===== config.mk =====
export PLATFORM = sky130hd
export DESIGN_NAME = stepper_step_dir_generator
export DESIGN_NICKNAME = d
export VERILOG_FILES = /design/src/sv/stpdir_pkg.sv /design/src/sv/stpdir_core.sv /design/src/sv/stepper_step_dir_generator.sv
export SDC_FILE = /design/constraint.sdc
export NUM_CORES = 1
export LEC_CHECK = 0
export ABC_CLOCK_PERIOD_IN_PS = 5400
export BUFFER_PORTS_ARGS = -buffer_cell sky130_fd_sc_hd__buf_4
export CAP_MARGIN = 20
export CORE_ASPECT_RATIO = 0.6
export CORE_MARGIN = 4
export CORE_UTILIZATION = 50
export CTS_CLUSTER_DIAMETER = 30
export CTS_CLUSTER_SIZE = 10
export DETAILED_ROUTE_END_ITERATION = 10
export PLACE_DENSITY = 0.71
export REMOVE_ABC_BUFFERS = 1
export SLEW_MARGIN = 5
export SYNTH_ARGS = -nofsm -noshare
export SYNTH_HDL_FRONTEND = slang
export SYNTH_HIERARCHICAL = 1
export SYNTH_SLANG_ARGS = --single-unit

===== constraint.sdc =====
create_clock -name clock -period 5.4 [get_ports clock]
set_clock_uncertainty 0.2 [all_clocks]
set_input_delay 1.08 -clock clock [delete_from_list [all_inputs] [get_ports clock]]
set_output_delay 1.08 -clock clock [all_outputs]
set_load 0.03 [all_outputs]

===== src/sv/stpdir_pkg.sv =====
// stpdir_pkg: shared types and constants for the step/direction generator
// beat payload structs, command codes and timing limits
// no dependencies
`timescale 1ns / 1ps

package stpdir_pkg;

   // widths
   localparam int unsigned KindWidth = 3;
   localparam int unsigned PosWidth  = 32;
   localparam int unsigned TickWidth = 19;

   // command codes carried in the kind field
   localparam logic [KindWidth-1:0] KIND_TICK    = 3'd0;
   localparam logic [KindWidth-1:0] KIND_MOVE_TO = 3'd1;
   localparam logic [KindWidth-1:0] KIND_MOVE_BY = 3'd2;
   localparam logic [KindWidth-1:0] KIND_STOP    = 3'd3;
   localparam logic [KindWidth-1:0] KIND_SET_POS = 3'd4;
   localparam logic [KindWidth-1:0] KIND_ENABLE  = 3'd5;
   localparam logic [KindWidth-1:0] KIND_DISABLE = 3'd6;

   // timing limits
   localparam logic [TickWidth-1:0] MIN_HALF_PERIOD   = 19'd10;
   localparam logic [TickWidth-1:0] HALF_PERIOD_RESET = 19'd500;

   // request beat
   typedef struct packed {
      logic [KindWidth-1:0]       kind;
      logic signed [PosWidth-1:0] value;
   } req_type;

   // response beat
   typedef struct packed {
      logic                       step_out;
      logic                       dir_out;
      logic                       enable_n;
      logic                       busy_res;
      logic signed [PosWidth-1:0] position;
   } rsp_type;

endpackage


===== src/sv/stpdir_core.sv =====
// stpdir_core: motion state and per-beat state update
// holds position, target, run flag, step level, direction, enable, tick count
// depends on stpdir_pkg
`timescale 1ns / 1ps

module stpdir_core (
   input  logic                                  clock,
   input  logic                                  reset,
   input  logic                                  item_en,
   input  stpdir_pkg::req_type                   item,
   input  logic [stpdir_pkg::TickWidth-1:0]      half_period,
   output stpdir_pkg::rsp_type                   result_in
);

   logic [stpdir_pkg::PosWidth-1:0]  position_ff, position_in;
   logic [stpdir_pkg::PosWidth-1:0]  target_ff, target_in;
   logic                             moving_ff, moving_in;
   logic                             pulse_ff, pulse_in;
   logic                             direction_ff, direction_in;
   logic                             disabled_ff, disabled_in;
   logic [stpdir_pkg::TickWidth-1:0] tick_ff, tick_in;

   logic [stpdir_pkg::TickWidth-1:0] limit;
   logic [stpdir_pkg::TickWidth-1:0] tick_next;
   logic [stpdir_pkg::PosWidth-1:0]  pos_stepped;
   logic [stpdir_pkg::PosWidth-1:0]  dest;
   logic [stpdir_pkg::PosWidth-1:0]  value_u;

   // half period floor, tick count and stepped position
   always_comb begin
      limit       = (half_period < stpdir_pkg::MIN_HALF_PERIOD) ?
                    stpdir_pkg::MIN_HALF_PERIOD : half_period;
      tick_next   = tick_ff + 1'b1;
      pos_stepped = direction_ff ? position_ff + 1'b1 : position_ff - 1'b1;
      value_u     = item.value;
      dest        = (item.kind == stpdir_pkg::KIND_MOVE_TO) ?
                    value_u : position_ff + value_u;
   end

   // next state for one beat
   always_comb begin
      position_in  = position_ff;
      target_in    = target_ff;
      moving_in    = moving_ff;
      pulse_in     = pulse_ff;
      direction_in = direction_ff;
      disabled_in  = disabled_ff;
      tick_in      = tick_ff;
      unique case (item.kind)
         stpdir_pkg::KIND_TICK: begin
            if (moving_ff) begin
               if (tick_next >= limit) begin
                  tick_in = '0;
                  if (!pulse_ff) begin
                     pulse_in = 1'b1;
                  end else begin
                     // falling edge moves one step, arriving ends the run
                     pulse_in    = 1'b0;
                     position_in = pos_stepped;
                     if (pos_stepped == target_ff) begin
                        moving_in = 1'b0;
                     end
                  end
               end else begin
                  tick_in = tick_next;
               end
            end
         end
         stpdir_pkg::KIND_MOVE_TO, stpdir_pkg::KIND_MOVE_BY: begin
            // a move onto the current position changes nothing
            if (dest != position_ff) begin
               moving_in    = 1'b1;
               pulse_in     = 1'b0;
               tick_in      = '0;
               target_in    = dest;
               direction_in = $signed(dest) > $signed(position_ff);
            end
         end
         stpdir_pkg::KIND_STOP: begin
            moving_in = 1'b0;
            pulse_in  = 1'b0;
            tick_in   = '0;
         end
         stpdir_pkg::KIND_SET_POS: begin
            moving_in   = 1'b0;
            pulse_in    = 1'b0;
            tick_in     = '0;
            position_in = value_u;
            target_in   = value_u;
         end
         stpdir_pkg::KIND_ENABLE: begin
            disabled_in = 1'b0;
         end
         stpdir_pkg::KIND_DISABLE: begin
            disabled_in = 1'b1;
         end
         default: begin
         end
      endcase
   end

   // state registers
   always_ff @(posedge clock) begin
      if (reset) begin
         position_ff  <= '0;
         target_ff    <= '0;
         moving_ff    <= 1'b0;
         pulse_ff     <= 1'b0;
         direction_ff <= 1'b0;
         disabled_ff  <= 1'b1;
         tick_ff      <= '0;
      end else if (item_en) begin
         position_ff  <= position_in;
         target_ff    <= target_in;
         moving_ff    <= moving_in;
         pulse_ff     <= pulse_in;
         direction_ff <= direction_in;
         disabled_ff  <= disabled_in;
         tick_ff      <= tick_in;
      end
   end

   // state after this beat
   always_comb begin
      result_in.step_out = pulse_in;
      result_in.dir_out  = direction_in;
      result_in.enable_n = disabled_in;
      result_in.busy_res = moving_in;
      result_in.position = position_in;
   end

endmodule


===== src/sv/stepper_step_dir_generator.sv =====
// stepper_step_dir_generator: step/direction pulse generator, top level
// input register, half period register and result register around stpdir_core
// depends on stpdir_pkg and stpdir_core
//
//   channel  direction  handshake              payload
//   req      in         req_valid / req_stall  req_data (stpdir_pkg::req_type)
//   rsp      out        rsp_valid / rsp_stall  rsp_data (stpdir_pkg::rsp_type)
//   csr      in         csr_valid / csr_ready  csr_data (half period ticks)
//
// one beat per cycle sustained while rsp_stall is low; a taken beat passes its
// input register, the core's motion update and result register to rsp_data
// reset: stopped at position 0, driver disabled, half period 500 ticks
// rsp_stall holds the result register; req_stall rises only when the input
// register is full and the result register cannot be refilled
`timescale 1ns / 1ps

module stepper_step_dir_generator (
   input  logic                                  clock,
   input  logic                                  reset,
   input  logic                                  req_valid,
   output logic                                  req_stall,
   input  stpdir_pkg::req_type                   req_data,
   output logic                                  rsp_valid,
   input  logic                                  rsp_stall,
   output stpdir_pkg::rsp_type                   rsp_data,
   input  logic                                  csr_valid,
   output logic                                  csr_ready,
   input  logic [stpdir_pkg::TickWidth-1:0]      csr_data
);

   logic                             in_valid_ff;
   stpdir_pkg::req_type              in_data_ff;
   logic                             out_valid_ff;
   stpdir_pkg::rsp_type              out_data_ff;
   stpdir_pkg::rsp_type              out_data_in;
   logic [stpdir_pkg::TickWidth-1:0] half_period_ff;
   logic                             advance;
   logic                             item_en;

   // pipeline flow
   assign advance   = !out_valid_ff || !rsp_stall;
   assign item_en   = in_valid_ff && advance;
   assign req_stall = in_valid_ff && !advance;
   assign csr_ready = 1'b1;

   // half period register
   always_ff @(posedge clock) begin
      if (reset) begin
         half_period_ff <= stpdir_pkg::HALF_PERIOD_RESET;
      end else if (csr_valid) begin
         half_period_ff <= csr_data;
      end
   end

   // input register
   always_ff @(posedge clock) begin
      if (reset) begin
         in_valid_ff <= 1'b0;
      end else if (!req_stall) begin
         in_valid_ff <= req_valid;
      end
   end

   always_ff @(posedge clock) begin
      if (req_valid && !req_stall) begin
         in_data_ff <= req_data;
      end
   end

   // motion state
   stpdir_core u_core (
      .clock       (clock),
      .reset       (reset),
      .item_en     (item_en),
      .item        (in_data_ff),
      .half_period (half_period_ff),
      .result_in   (out_data_in)
   );

   // result register
   always_ff @(posedge clock) begin
      if (reset) begin
         out_valid_ff <= 1'b0;
      end else if (advance) begin
         out_valid_ff <= in_valid_ff;
      end
   end

   always_ff @(posedge clock) begin
      if (item_en) begin
         out_data_ff <= out_data_in;
      end
   end

   assign rsp_valid = out_valid_ff;
   assign rsp_data  = out_data_ff;

endmodule

After elaboration in Yosys (flattened, before gate mapping)
Cells that the tools add are included.
{ "word_totals": {"register_bits": 179, "elab_cells": 76, "in_bits": 59, "out_inout_bits": 39} }
{ "op_classes": {"reduce_logical": 15, "n_mux": 27, "n_lt_le_gt_ge": 3, "eq_ne": 10, "add_sub_neg": 4} }
{ "ops": {"columns": ["op", "count"], "rows": [
  ["$mux 32", 6],
  ["$pmux 32 s2", 2],
  ["$mux 19", 4],
  ["$pmux 19 s3", 1],
  ["$add 32x1->32 const B", 1],
  ["$add 32x32->32", 1],
  ["$eq 32x32->1", 1],
  ["$gt 32x32->1", 1],
  ["$ne 32x32->1", 1],
  ["$sub 32x1->32 const B", 1],
  ["$add 19x1->19 const B", 1],
  ["$ge 19x19->1", 1],
  ["$lt 19x4->1 const B", 1],
  ["$mux 1", 11],
  ["$eq 3x3->1 const B", 3],
  ["$eq 3x2->1 const B", 2],
  ["$pmux 1 s3", 2],
  ["$logic_not 1->1", 4],
  ["$ne 2x1->1 const B", 2],
  ["$reduce_and 4->1", 1],
  ["$reduce_or 2->1", 2],
  ["$eq 3x1->1 const B", 1],
  ["$logic_and 1x1->1", 3],
  ["$logic_not 3->1", 1],
  ["5 further kinds", 5]
]} }

Longest topological paths before layout
Gate-level depths: netlist (run 1).
{ "depth": {"ltp_word": 8, "depth_mapped": 24} }

Cells and area by module
The synthesis (run 1) kept the hierarchy.
{ "by_module_without_submodules": {"columns": ["mod", "cells_per_inst", "seq_area_each_um2", "area_per_inst_um2", "instances"], "rows": [
  ["stpdir_core", 1500, 1741.7, 10686.5, 1],
  ["stepper_step_dir_generator", 144, 2552.4, 2931.6, 1]
]} }

Least setup slack after synthesis (run 1)
No wires, ideal clock.
{ "synth_path": {"kind": "in2reg", "startpoint": "input port rsp_stall", "endpoint": "register u_core/tick_ff[10] (netlist name)", "t_arrival_ps": 5314, "n_path_buf": 2, "cell_stages": 7, "t_required_ps": 5129, "path_slack_ps": -184, "cell_sequence": "a21boi_0 > clkbuf_1 > nand2_1 > nor3b_1 > clkbuf_1 > nand3b_1 > a21oi_1"} }
{ "synth_between": {"elab_chain_cells": 4} }
{ "synth_lines": {"columns": ["element", "line_no", "source"], "rows": [
  ["from (decl)", "stepper_step_dir_generator.sv:24", "input logic rsp_stall,"],
  ["$logic_not 1->1", "stepper_step_dir_generator.sv:41", "assign advance = !out_valid_ff || !rsp_stall;"],
  ["$logic_or 1x1->1", "stepper_step_dir_generator.sv:41", null],
  ["$logic_and 1x1->1", "stepper_step_dir_generator.sv:42", "assign item_en = in_valid_ff && advance;"],
  ["$reduce_and 4->1 (no source line)", null, null],
  ["to (signal assigned)", "stpdir_core.sv:119", "tick_ff <= tick_in;"],
  ["to (decl)", "stpdir_core.sv:21", "logic [stpdir_pkg::TickWidth-1:0] tick_ff, tick_in;"]
]} }
Every way passes these cells.
A chain may end at the register's enable or synchronous reset.

==> qor.yml, run 1 <==
htreeDepth: 4
ctsHoldBuffers: 0
powerDensity_mw_per_mm2: 242
clk_latency_ns: 0.46
ctsRootBufferMaster: "clkbuf_16"
final_layout_size_suffix_gt1_share_pct: 15.5
yosysSeqAreaShare_pct: 31.5
drt-vias-per-instance: 6.24
cp_common_cell: "nand2_1"
port_buffers: 96
clk_path_buf_depth: 2
crit_path_top_delay_cell: "edfxtp_1"
p_leak_nw: 6.92
setup_viol: 0
synth_edf_count: 71
fin_ws_ns: 0.166
yosys-top-cells-area: "dfxtp_1 16%, edfxtp_1 16%, ha_1 10%"
timing.critical_path.buf_inv: 1
post-route-util_pct: 59.9
netlist_area_sq_mm: 0.0136
pre_cts_slack_ns: -0.151
num_vias: 13300
fp.dieW_um: 221
crit_type: "reg2reg"
syn_avg_cell_area_sq_um: 8.28
ys.flop_type: "dfxtp_1"
final_max_slew_viol_count: 0
cts_tree: "yes"
slew_headroom_pct: 27.0
grt_pass1_vias: 12000
first_iter_violations: 1919
nets: 1936
grt_max_degree: 55
grt_overflow: 0
n_antenna_cell: 0
maxCapViolCount: 0
worstPathRequired_ns: 5.40
grt_pass1_wl_um: 72100
fin_crit_ns: 5.23
drc: 0
synth_top_area_share_pct: 15.9
finalInstanceArea_sq_mm: 0.0159
endpoint_kind: "flop"
crit_fanout: 3
areaGrowthSynthToFinish_pct: 17.0
grtUsageTotal_pct: 31.0
p_total_w: 0.00386
vdd_ir_drop_max_uv: 205
max_stage_delay_ns: 0.44
crit_family: "compound AO/OA/AOI/OAI gates"
post_dp_cell_area_sq_mm: 0.0151
rows: 46
critPathArrivalTime_ns: 5.23
fmax_ghz: 0.191
path_clk_slew_ns: 0.07
cts_buffers: 17
wirelength_um: 47400
ys_async_sr_fraction_pct: 0
nFillCells: 2392
gp_congestion: 1.02
synthCells: 1644
initial_core_util_pct: 51.2
pin_count: 98
ant_nets: 0
die_y_um: 136
core-area_sq_mm: 0.0266
cts.sinks: 179
dp_hpwl_um: 35800
yosysUniqueCellTypes: 89
routedWlPerCell_um: 22.2
yosysWarnings: 6
ys_seq_elements: 179
dr.pass1.iters: 6
synth_top_area_cell: "dfxtp_1"
start_kind: "flop"
period_share_pct: 96.9
tightestPinTransition_ns: 1.09
rsz0062_at_grt: "yes"
grt_antenna_before_repair: 0
status: "complete, no violations"
hold_class: "reg2reg"
hold_violations: 0
worstPathCellList: "ha_4 -> a211o_1 -> a2111oi_4 -> o31ai_2 -> and3_4 -> o31ai_4 -> nand2_2 -> a221oi_2 -> xnor2_1 -> nor2_1 -> xor2_1 -> ha_1 -> nand4_1 -> nor4_2 -> and2_1 -> buf_4 -> nand2_1 -> a21oi_2 -> a211oi_1 -> mux2_2 -> nand2_1 -> o21ai_0"
die_area_sq_mm: 0.0300
[worst reg2reg max path, cell delays in order, from the launching register on]
cell and delay [ns]:
edfxtp_1 0.44, ha_4 0.27, a211o_1 0.34, a2111oi_4 0.41
o31ai_2 0.11, and3_4 0.21, o31ai_4 0.24, nand2_2 0.17
a221oi_2 0.30, xnor2_1 0.20, nor2_1 0.10, xor2_1 0.16
ha_1 0.34, nand4_1 0.17, nor4_2 0.20, and2_1 0.18
buf_4 0.14, nand2_1 0.06, a21oi_2 0.20, a211oi_1 0.09
mux2_2 0.31, nand2_1 0.07, o21ai_0 0.08
[stage by stage]
stage,std cells,TNS (ns),hold slack (ns)
after CTS,2128,0,0.269
after global routing,2135,-0.494,0.297
after detailed placement,2094,-0.695,0.260
after floorplan,1557,-461.64,0.231
final,2135,0,0.270
after global placement,2094,-0.0560,0.252
[layer usage]
metal	global-route usage, %	up-vias	part of all wire, %	wire (um)
li1	-	6264	-	-
met1	48.9	6289	48	22600
met2	40.7	730	38	17900
met3	9.97	43	13	6360
met4	6.13	0	1.2	584
met5	0	-	0	0
[worst paths after layout]
check,from,to,slack [ns],cells after the start
max,in_data_ff[10],rsp_data[34],0.17,22
min,u_core/target_ff[17],u_core/target_ff[17],0.27,2
max reg2reg,in_data_ff[10],rsp_data[34],0.17,22
min reg2reg,u_core/target_ff[17],u_core/target_ff[17],0.27,2
[synth_stat cells, types with 5 or more instances]
cell and count:
or3_1 15, nor3b_1 5, o21ai_0 78, buf_4 5
a22oi_1 25, buf_2 6, inv_1 74, nand4_1 29
o21a_1 19, nor2b_1 15, xor2_1 44, nand2b_1 11
mux2i_1 52, and2b_4 6, o21bai_1 9, o31ai_1 7
nor4b_1 5, nand2_1 150, a21oi_1 145, dfxtp_1 108
o21ai_1 13, nand3_1 32, and3_1 29, a2111oi_0 5
a31oi_1 18, nand3b_1 12, ha_1 113, nor2_1 187
o211ai_1 17, a311oi_1 7, buf_1 11, nor3_1 32
a211oi_1 20, nor4_1 11, edfxtp_1 71, clkbuf_1 63
a211o_1 8, and2_1 6, o22ai_1 20, a21o_1 29
xnor2_1 47
[timing repair]
item | CTS | global route
buffers inserted | 1 | 6
cloned | 1 | 0
pin swaps | 2 | 18
resized for setup | 6 | 29
setup endpoints to repair | 37 | 96
[sequential cells by signal, summed over array words and instances (netlist names)]
signal               cells
half_period_ff          19
in_valid_ff              1
u_core/pulse_ff          1
u_core/tick_ff          19
u_core/moving_ff         1
u_core/position_ff      32
u_core/disabled_ff       1
in_data_ff              35
u_core/target_ff        32
rsp_valid                1
u_core/direction_ff      1
rsp_data                36
[layout make-up]
class / count / area [sq um] / share of cell area, %
Clock buffer: 18 / 429 / 2.69
Clock inverter: 14 / 144 / 0.903
Timing Repair Buffer: 186 / 1500 / 9.44
Tap cell: 360 / 450 / 2.83
Sequential cell: 179 / 4300 / 27.0
Multi-Input combinational cell: 1303 / 8830 / 55.4
Inverter: 75 / 282 / 1.77
[placed cells by master, fill, tap and decap left out, types with 8 or more instances in the layout]
cell type  instances
or3_1             15
clkbuf_16         17
mux2i_1           52
a21oi_1          139
a211oi_1          19
nand3_1           32
a211o_1            8
and3_1            25
nor4_1             9
inv_1             74
nor2_1           184
nor3_1            31
o21ai_0           76
o21a_1            19
a22oi_1           25
o22ai_1           20
nand3b_1          12
ha_1             110
nand4_1           29
o21bai_1           9
nor2b_1           15
nand2_1          150
buf_4            178
edfxtp_1          71
a31oi_1           17
xnor2_1           45
nand2b_1          11
a21o_1            28
o21ai_1           14
xor2_1            44
o211ai_1          17
dfxtp_1          107
[power breakdown]
group | switching (W) | internal (W) | leakage, nW | total [W]
logic | 0.000665 | 0.000425 | 5.07 | 0.00109
registers | 0.0000566 | 0.00146 | 1.57 | 0.00152
clock network | 0.000632 | 0.000615 | 0.283 | 0.00125
total | 0.00135 | 0.00250 | 6.92 | 0.00386
[kinds of logic after synthesis]
kind of cell	Yosys count	synth area share [%]
flops	179	31.5
buf+inv	162	4.83
other cells	1	0.0275
xor+xnor	95	6.51
simple gates	561	19.6
mux	53	3.90
compound gates	478	22.9
fa+ha+maj	115	10.7
No activity file was read; power rests on OpenSTA's default activity.
==> inputs of run 2 (changes only) <==
==> constraint.sdc (replaced) <==
create_clock -name clock -period 5.4 [get_ports clock]
set_clock_uncertainty 0.2 [all_clocks]
set_input_delay 0.27 -clock clock [delete_from_list [all_inputs] [get_ports clock]]
set_output_delay 0.27 -clock clock [all_outputs]
set_load 0.03 [all_outputs]
==> run 2 against run 1 <==
  * The run now ends with setup timing left
  * Sequential share of layout area decreased by 1.9 points
  * Fmax is 4.9% lower
  * Critical path depth up 3
  * Largest cell class unchanged
  * Sequential cell count unchanged
  * Die area did not move
  * Sequential power about the same
  * Non-clock buffer count is 94 higher
  * Routed wire length increased by 7.7%
  * Worst setup slack worse by 0.27 ns
  * Hold slack worse by 0.19 ns
==> qor.yml, run 2 (synthesis gave the netlist of run 1 again) <==
path_clk_slew_ns: 0.08
rows: 46
met3_usage_pct: 12.2
dr.pass1.iters: 7
grtUsageTotal_pct: 31.9
powerDensity_mw_per_mm2: 234
setup_viol: 12
grt.met2_usage_pct: 42.3
slew_headroom_pct: 25.6
die_area_sq_mm: 0.0300
endpoint_kind: "flop"
r2r_slack_ns: -0.10
n_antenna_cell: 0
cts.sinks: 179
final_layout_size_suffix_gt1_share_pct: 18.6
gp_congestion: 0.983
grt_overflow: 0
grt_max_degree: 55
dp_hpwl_um: 37100
largest_register_ffs: 36
final_max_slew_viol_count: 0
multi_input_area_sq_mm: 0.00898
hold_class: "in2reg"
cts_buffers: 17
htreeDepth: 4
pin_count: 98
regArea_sq_mm: 0.00430
critPathArrivalTime_ns: 5.52
fp.dieW_um: 221
tightestPinTransition_ns: 1.11
period_share_pct: 102
violations: "setup timing"
clk_path_buf_depth: 2
fin_crit_ns: 5.50
timing.setup.tns_ns: -0.319
core-area_sq_mm: 0.0266
hold_end: "half_period_ff[11]"
start_kind: "flop"
drc: 0
wirelength_um: 51100
routedWlPerCell_um: 22.9
r2r-start: "in_data_ff[0]"
maxCapViolCount: 0
grt_pass1_vias: 12500
grtUsageMet1_pct: 48.5
first_iter_violations: 1851
holdCritStartpoint: "csr_valid"
ctsRootBufferMaster: "clkbuf_16"
layout_commonest_cell: "buf_4"
hold_violations: 0
vdd_ir_drop_max_uv: 312
layout_common_cells: "203 x buf_4, 176 x nor2_1, 143 x nand2_1"
grt_antenna_before_repair: 2
holdPathStages: 3
cts_tree: "yes"
busiest_layer: "met1"
grt_pass1_wl_um: 73800
p_leak_nw: 7.47
nFillCells: 2276
num_vias: 13900
crit_fanout: 3
worstPathRequired_ns: 5.41
ant_nets: 0
dp_cells: 2116
crit_type: "reg2reg"
nets: 2030
clk_latency_ns: 0.47
layoutNonFillerInstCount: 2229
rsz0062_at_grt: "yes"
die_y_um: 136
port_buffers: 96
areaGrowthSynthToFinish_pct: 25.8
reg2regPathDepth: 25
status: "complete, but fails checks"
initial_core_util_pct: 51.2
rr_endpoint: "rsp_data[34]"
fin_ws_ns: -0.104
drt-vias-per-instance: 6.22
fmax_ghz: 0.182
## run 2: timing repair
action	4_1_cts	5_1_grt
hold buffers	56	0
pin swaps	4	55
endpoints found under the hold margin	56	0
gates resized for setup	4	86
setup endpoints to repair	52	82
cloned	1	11
buffers inserted	1	12
## run 2: worst max path at each step
stage                           endpoint  cells past startpoint  slack [ns]          start
finish                      rsp_data[34]                     25       -0.10  in_data_ff[0]
global route                rsp_data[34]                     25       -0.30  in_data_ff[0]
CTS                 u_core/target_ff[10]                     24       -0.03  in_data_ff[0]
detailed placement  u_core/target_ff[23]                     24       -0.17  in_data_ff[0]
global placement    u_core/target_ff[23]                     24       -0.04  in_data_ff[0]
floorplan           u_core/target_ff[18]                      4       -5.65      rsp_valid
## run 2: report_power, final
group	switching, W	total (W)	internal, W
registers	0.0000578	0.00152	0.00146
clock network	0.000666	0.00130	0.000636
logic	0.000704	0.00119	0.000486
## run 2: layout make-up
type / instances / area share [%]
well taps: 360 / 2.63
inverters: 75 / 1.64
multi-input cells: 1303 / 52.4
repair buffers: 280 / 14.7
clock buffers: 18 / 2.56
flip-flops and latches: 179 / 25.1
clock inverters: 14 / 0.913
## run 2: layer usage
layer | routed length [um] | vias up
li1 | - | 6456
met1 | 23600 | 6597
met2 | 19900 | 765
met3 | 6860 | 43
met4 | 531 | 4
met5 | 117 | -
## run 2: per-stage QoR
step | util (%) | total power [W] | hold WS, ns | setup slack, ns | cell area (sq um)
detailed placement | 57.5 | 0.00260 | 0.249 | -0.166 | 15300
CTS | 62.1 | 0.00393 | 0.0628 | -0.0254 | 16500
finish | 64.4 | 0.00401 | 0.0827 | -0.104 | 17100
global route | 64.4 | 0.00416 | 0.0930 | -0.300 | 17100
floorplan | - | 0.00220 | 0.139 | -5.65 | 13200
global placement | 57.4 | 0.00259 | 0.248 | -0.0363 | 15300
## run 2: worst max-delay path: stages, from the launching register on
cell and delay [ns]:
edfxtp_1 0.45, ha_4 0.20, fa_2 0.38, a211oi_2 0.23, buf_4 0.16, o21ai_4 0.06
a31o_1 0.27, a31oi_2 0.20, o311a_1 0.27, o311ai_4 0.15, a21o_1 0.22, a21oi_2 0.13
xor2_1 0.20, o21ai_1 0.11, ha_1 0.29, nand4_1 0.15, nor4_2 0.36, and2_4 0.23
buf_4 0.11, buf_4 0.10, nand2_1 0.07, a21oi_2 0.17, a211oi_2 0.07, mux2_2 0.32
nand2_1 0.08, o21ai_0 0.09
